File: src/rtl/ppid_pkg.sv
// Shared types and constants for the positional PID block with integral clamp.
// Used by the top level and by its port checker; depends on nothing else.

package ppid_pkg;

    // Field and register widths
    localparam int GAIN_W  = 16;
    localparam int POS_W   = 16;
    localparam int ERR_W   = 18;
    localparam int PROD_W  = GAIN_W + ERR_W;
    localparam int SUM_W   = PROD_W + 2;
    localparam int FRAC_W  = 8;
    localparam int DRIVE_W = 28;
    localparam int S_DATA_W = 2 * POS_W;
    localparam int M_DATA_W = 32;
    localparam int CFG_IDX_W = 2;
    localparam int CFG_DATA_W = 16;

    // Register indexes on the configuration channel
    localparam logic [CFG_IDX_W-1:0] REG_GAIN_P    = 2'd0;
    localparam logic [CFG_IDX_W-1:0] REG_GAIN_I    = 2'd1;
    localparam logic [CFG_IDX_W-1:0] REG_GAIN_D    = 2'd2;
    localparam logic [CFG_IDX_W-1:0] REG_INT_LIMIT = 2'd3;

    // Integral clamp default after reset
    localparam logic [CFG_DATA_W-1:0] INT_LIMIT_RESET = 16'd970;

    typedef logic signed [GAIN_W-1:0]  gain_t;
    typedef logic signed [POS_W-1:0]   pos_t;
    typedef logic signed [ERR_W-1:0]   err_t;
    typedef logic signed [PROD_W-1:0]  prod_t;
    typedef logic signed [SUM_W-1:0]   sum_t;
    typedef logic signed [DRIVE_W-1:0] drive_t;

endpackage

File: src/rtl/positional_pid_integral_clamp_top.sv
// Positional PID controller with a clamped integral: three-stage pipeline.
// Depends on ppid_pkg for widths, types and register indexes.
//
// Usage:
//   s_ channel: one control tick per transfer; s_tdata carries the encoder
//   position and the target. m_ channel: one drive value per tick, in order.
//   cfg channel: writes gain_p, gain_i, gain_d (signed Q8.8) and
//   integral_limit by index; cfg_ready is always high. Write only while idle.
//   Throughput: one tick per cycle while no stall holds the pipeline. The
//   error, the clamped integral and the derivative term are formed in the
//   first stage, where the integral/previous-error loop closes; the three
//   16x18 products take the second; the sum and the floor shift by 8 the
//   third, into the output register.
//   A stall on m_tready holds the output register; each stage ahead of it
//   keeps taking ticks until it is full, then s_tready drops.
//   Reset (aresetn low, synchronous) empties the pipeline, zeroes the
//   integral, the previous error and the gains, and sets the limit to 970.

module positional_pid_integral_clamp_top (
    input  logic                             aclk,
    input  logic                             aresetn,
    // s_tdata: [15:0] measured_position, [31:16] target_position
    input  logic                             s_tvalid,
    output logic                             s_tready,
    input  logic [ppid_pkg::S_DATA_W-1:0]    s_tdata,
    // m_tdata: [27:0] drive_value, [31:28] zero
    output logic                             m_tvalid,
    input  logic                             m_tready,
    output logic [ppid_pkg::M_DATA_W-1:0]    m_tdata,
    input  logic                             cfg_valid,
    output logic                             cfg_ready,
    input  logic [ppid_pkg::CFG_IDX_W-1:0]   cfg_index,
    input  logic [ppid_pkg::CFG_DATA_W-1:0]  cfg_data
);
    import ppid_pkg::*;

    // Configuration registers
    gain_t                 gain_p_reg, gain_i_reg, gain_d_reg;
    logic [CFG_DATA_W-1:0] int_limit_reg;

    // Controller state
    err_t error_sum_reg, error_sum_next;
    err_t prev_err_reg;

    // Stage 1: error terms
    logic s1_valid_reg;
    err_t err_reg, err_next;
    err_t acc_reg;
    err_t diff_reg, diff_next;

    // Stage 2: products
    logic  s2_valid_reg;
    prod_t prod_p_reg, prod_p_next;
    prod_t prod_i_reg, prod_i_next;
    prod_t prod_d_reg, prod_d_next;

    // Stage 3: output register
    logic   out_valid_reg;
    drive_t drive_reg, drive_next;

    // Working signals for stage 1
    pos_t meas_pos;
    pos_t meas_neg;
    pos_t target_pos;
    logic [POS_W-2:0] meas_mag;
    err_t acc_raw;
    err_t limit_pos;
    err_t limit_neg;
    sum_t sum_all;

    logic adv_out, adv_s2, adv_s1, take_in, cfg_fire;

    // Advance each stage when it is empty or its successor moves
    assign adv_out  = !out_valid_reg || m_tready;
    assign adv_s2   = !s2_valid_reg || adv_out;
    assign adv_s1   = !s1_valid_reg || adv_s2;
    assign s_tready = adv_s1;
    assign take_in  = s_tvalid && adv_s1;

    assign cfg_ready = 1'b1;
    assign cfg_fire  = cfg_valid && cfg_ready;

    // Error, clamped integral and derivative difference
    always_comb begin
        meas_pos   = pos_t'(s_tdata[POS_W-1:0]);
        target_pos = pos_t'(s_tdata[S_DATA_W-1:POS_W]);
        meas_neg   = -meas_pos;
        // Magnitude; the most negative position saturates to the largest positive
        if (meas_pos == {1'b1, {(POS_W-1){1'b0}}}) begin
            meas_mag = {(POS_W-1){1'b1}};
        end else if (meas_pos[POS_W-1]) begin
            meas_mag = meas_neg[POS_W-2:0];
        end else begin
            meas_mag = meas_pos[POS_W-2:0];
        end
        err_next  = err_t'(target_pos) - err_t'({1'b0, meas_mag});
        acc_raw   = error_sum_reg + err_next;
        limit_pos = err_t'({1'b0, int_limit_reg});
        limit_neg = -limit_pos;
        if (acc_raw > limit_pos) begin
            error_sum_next = limit_pos;
        end else if (acc_raw < limit_neg) begin
            error_sum_next = limit_neg;
        end else begin
            error_sum_next = acc_raw;
        end
        diff_next = err_next - prev_err_reg;
    end

    // Three parallel products of Q8.8 gains
    always_comb begin
        prod_p_next = prod_t'(gain_p_reg) * prod_t'(err_reg);
        prod_i_next = prod_t'(gain_i_reg) * prod_t'(acc_reg);
        prod_d_next = prod_t'(gain_d_reg) * prod_t'(diff_reg);
    end

    // Sum and floor shift by the fraction width
    always_comb begin
        sum_all    = sum_t'(prod_p_reg) + sum_t'(prod_i_reg) + sum_t'(prod_d_reg);
        drive_next = drive_t'(sum_all[SUM_W-1:FRAC_W]);
    end

    // Configuration writes
    always_ff @(posedge aclk) begin
        if (!aresetn) begin
            gain_p_reg    <= '0;
            gain_i_reg    <= '0;
            gain_d_reg    <= '0;
            int_limit_reg <= INT_LIMIT_RESET;
        end else if (cfg_fire) begin
            unique case (cfg_index)
                REG_GAIN_P:    gain_p_reg    <= gain_t'(cfg_data);
                REG_GAIN_I:    gain_i_reg    <= gain_t'(cfg_data);
                REG_GAIN_D:    gain_d_reg    <= gain_t'(cfg_data);
                REG_INT_LIMIT: int_limit_reg <= cfg_data;
                default: ;
            endcase
        end
    end

    // Controller state: update on every accepted tick
    always_ff @(posedge aclk) begin
        if (!aresetn) begin
            error_sum_reg <= '0;
            prev_err_reg  <= '0;
        end else if (take_in) begin
            error_sum_reg <= error_sum_next;
            prev_err_reg  <= err_next;
        end
    end

    // Pipeline valid flags
    always_ff @(posedge aclk) begin
        if (!aresetn) begin
            s1_valid_reg  <= 1'b0;
            s2_valid_reg  <= 1'b0;
            out_valid_reg <= 1'b0;
        end else begin
            if (adv_s1) begin
                s1_valid_reg <= s_tvalid;
            end
            if (adv_s2) begin
                s2_valid_reg <= s1_valid_reg;
            end
            if (adv_out) begin
                out_valid_reg <= s2_valid_reg;
            end
        end
    end

    // Pipeline payload
    always_ff @(posedge aclk) begin
        if (take_in) begin
            err_reg  <= err_next;
            acc_reg  <= error_sum_next;
            diff_reg <= diff_next;
        end
        if (adv_s2 && s1_valid_reg) begin
            prod_p_reg <= prod_p_next;
            prod_i_reg <= prod_i_next;
            prod_d_reg <= prod_d_next;
        end
        if (adv_out && s2_valid_reg) begin
            drive_reg <= drive_next;
        end
    end

    assign m_tvalid = out_valid_reg;
    assign m_tdata  = {{(M_DATA_W-DRIVE_W){1'b0}}, drive_reg};

endmodule

File: config.mk
export PLATFORM = sky130hd
export DESIGN_NAME = positional_pid_integral_clamp_top
export DESIGN_NICKNAME = d
export VERILOG_FILES = /design/src/rtl/ppid_pkg.sv /design/src/rtl/positional_pid_integral_clamp_top.sv
export SDC_FILE = /design/constraint.sdc
export NUM_CORES = 2
export LEC_CHECK = 0
export BUFFER_PORTS_ARGS = -buffer_cell sky130_fd_sc_hd__buf_2
export CORE_AREA = 8 8 288 290
export CTS_CLUSTER_DIAMETER = 200
export DETAILED_ROUTE_END_ITERATION = 12
export DIE_AREA = 0 0 296 298
export MAX_ROUTING_LAYER = met4
export PLACE_DENSITY = 0.88
export SLEW_MARGIN = 0
export SYNTH_ARGS = -nofsm -noshare
export SYNTH_HDL_FRONTEND = slang
export SYNTH_SLANG_ARGS = --single-unit
File: constraint.sdc
create_clock -name aclk -period 24.8 [get_ports aclk]
set_input_delay 0 -clock aclk [delete_from_list [all_inputs] [get_ports aclk]]
set_output_delay 0 -clock aclk [all_outputs]
set_load 0.005 [all_outputs]
==> reports/metrics.cfg <==
[detailed_routing]
wl_per_cell_um=20.18
vias_per_cell=5.760
wl_met2_um=57020
drt-initial-drc-count=2885
ant_nets=0
drt_pass1_iterations=9
wl_met3_um=10000
met1Wirelength_um=44380
finalWirelength_um=120300
drc=0
highest_layer=met4
via_count=34330

[clocking]
numCtsBuffers=34
post_cts.resized_instances=0
clock_path_buffers=3
path_clk_slew_ns=0.06
tritoncts=done
clk_latency_ns=0.57
root_buffer=clkbuf_16
htree_num_levels=2
cts.sinks=284

[yosys]
yosysSeqAreaShare_pct=16.10
syn_area_per_cell_um2=9.511
synth-seq-cells=284
synthDistinctLibCells=78
synth.top_cell.area_share_pct=38.30
yosysTopAreaCell=fa_1
synth_ff_type=edfxtp_1
synthCells=4902
synthTopCellsByArea=fa_1 (38%), edfxtp_1 (12%), ha_1 (10%)
synth_warnings=0
synth_edf_count=182
syn_area_um2=46620
async_reset_ff_share_pct=0

[timing]
clock-skew-final_ns=0.02728
post-route-period-util_pct=31.71
holdWs_ns=0.02552
worst_slew_pin_slew_ns=1.038
drv_slew=0
tns_ns=0
rsz0062_at_grt=no
fin_crit_ns=7.865
fmax_mhz=127.1
setup_viol=0
hold_viol_final=0
slew_headroom_pct=29.89

[setup_path]
rr_startpoint=gain_p_reg[5]
crit_family=compound AO/OA/AOI/OAI gates
worst_r2r_path_depth=24
crit_cells=38
cpPeakStageDelay_ns=0.63
cp_data_required_time_ns=25.27
cp-start-kind=primary input
cp_num_buf_inv=7
worstReg2RegEnd=prod_p_reg[31]
path_class=in -> reg
cp_max_fo=38
critPathSlowestCell=o311ai_0
crit_arrival_ns=8.33
end_kind=flop
r2r_slack_ns=17.14

[global_routing]
grt_util_all_layers_pct=28.83
overflow=0
first_global_vias=37570
grt_pass1_wl_um=195300
antenna_found_initial=1
grt_max_degree=78

[finish]
nets=6204
final_util_pct=62.83
syn2layout_area_growth_pct=5.593
layout-drive-gt1-share_pct=3.870

[power_and_ir_drop]
vdd_drop_max_v=0.0001251
leakage_nw=21.38
powerDensity_nw_per_um2=70.77

[hold_path]
min_delay_worst_endpoint=prev_err_reg[0]
worstHoldPathCells=4
hold_path.class=in -> reg
hold_path.startpoint=s_tdata[16]

[die]
die_w_um=296
start_util_pct=59.50
fp.dieArea_um2=88210
ios=90
num_rows=103
die_h_um=298
core_um2=78360

[place]
hpwlAfterDp_um=96050
port_buffers=84
place_congestion=0.9739

[job]
drv_cap=0

[status]
outcome=completed

[where the power goes]
group	switching, mW	internal (mW)
Clock	0.222	0.305
Sequential	0.254	0.693
Combinational	1.20	0.808
[final cells by class]
cell class / instances / area, µm²
antenna: 1 / 2.502
clock buffer: 46 / 1054
timing repair buffer: 128 / 803.3
inverter: 998 / 3747
multi-input combinational: 3437 / 34670
tap: 1050 / 1314
clock inverter: 16 / 135.1
fill: 6114 / 29130
sequential: 284 / 7507
[cells in the mapped netlist (37+ instances only)]
cell      count
and2_1      347
xnor2_1     157
edfxtp_1    182
nand2b_1     66
nand3_1      40
ha_1        374
xor2_1       44
a21oi_1     212
nor2_1      126
a21o_1       67
inv_1       996
clkbuf_1    167
fa_1        892
dfxtp_1     102
o21ai_0     101
nor3_1       37
nand2_1     667
[metrics by stage]
step	instance area [µm²]	std cells	power (mW)	setup slack (ns)
2_1_floorplan	46630	4905	2.281	16.29
3_3_place_gp	47830	5876	2.829	16.68
3_5_place_dp	47830	5876	2.912	16.54
4_1_cts	49230	5959	3.462	17.09
5_1_grt	49230	5960	3.745	16.36
6_report	49230	5960	3.484	16.94
[worst reg2reg max path: stages, from the launching register on]
cell and delay, ns:
dfxtp_1 0.90, nand2_1 0.21, fa_1 0.57, inv_1 0.05, fa_1 0.47, inv_1 0.05, fa_1 0.50, inv_1 0.05
fa_1 0.52, inv_1 0.05, fa_1 0.39, fa_1 0.52, inv_1 0.05, ha_1 0.41, a21oi_1 0.10, o21bai_1 0.19
a21oi_1 0.11, o21ai_0 0.17, a21oi_1 0.08, o21ai_0 0.24, o2bb2ai_1 0.15, a31oi_1 0.12, o21ai_0 0.56, a221oi_1 0.18
xnor2_1 0.70
[cell families (layout without fill, tap and decap cells)]
logic type | after synthesis | in the layout | share of synthesized area (%)
AO/OA/AOI/OAI | 573 | 573 | 7.721
XOR/XNOR | 203 | 203 | 3.873
adder cells (fa/ha/maj) | 1266 | 1266 | 48.34
buffers and inverters | 1184 | 1188 | 9.613
flip-flops | 284 | 284 | 16.10
multiplexers | 7 | 7 | 0.1557
other | 2 | 6 | 0.01611
AND/OR/NAND/NOR | 1383 | 1383 | 14.18
[what timing repair did]
action / in CTS / in global routing
buffers inserted: 0 / 0
hold endpoints to repair: 80 / 0
hold buffers: 21 / 0
[worst max-delay path by stage]
stage                    start                 to  slack, ns
floorplan             m_tvalid      prod_d_reg[0]      16.29
global placement    s_tdata[1]         acc_reg[6]      16.68
detailed placement  s_tdata[1]  error_sum_reg[10]      16.54
CTS                 s_tdata[1]         acc_reg[9]      17.09
global route        s_tdata[1]  error_sum_reg[10]      16.36
finish              s_tdata[1]  error_sum_reg[10]      16.94
[metal layers]
layer  global-route usage (%)  up-vias
met5                        -        -
met2                    46.30     1621
met4                    16.76        0
li1                         -    15060
met1                    34.60    17230
met3                    4.321      418
[placed cells by master (no fill, tap or decap), types with 9 or more instances in the layout]
master / instances
o21ai_0: 101
clkinv_2: 9
nor2_1: 126
nand2_1: 667
ha_1: 374
edfxtp_1: 182
xnor2_1: 157
o21a_1: 28
buf_2: 84
a21oi_1: 211
dlygate4sd3_1: 21
nor3_1: 37
a211oi_1: 19
nand2b_1: 66
a31oi_1: 18
a21o_1: 67
nand4_1: 16
nand3_1: 40
inv_1: 996
dfxtp_1: 102
xor2_1: 44
clkbuf_16: 40
or3_1: 18
o31ai_1: 13
and3_1: 11
nor2b_1: 24
o21bai_1: 31
fa_1: 892
buf_4: 23
o211ai_1: 23
and2_1: 347
No activity file was read; power rests on OpenSTA's default activity.
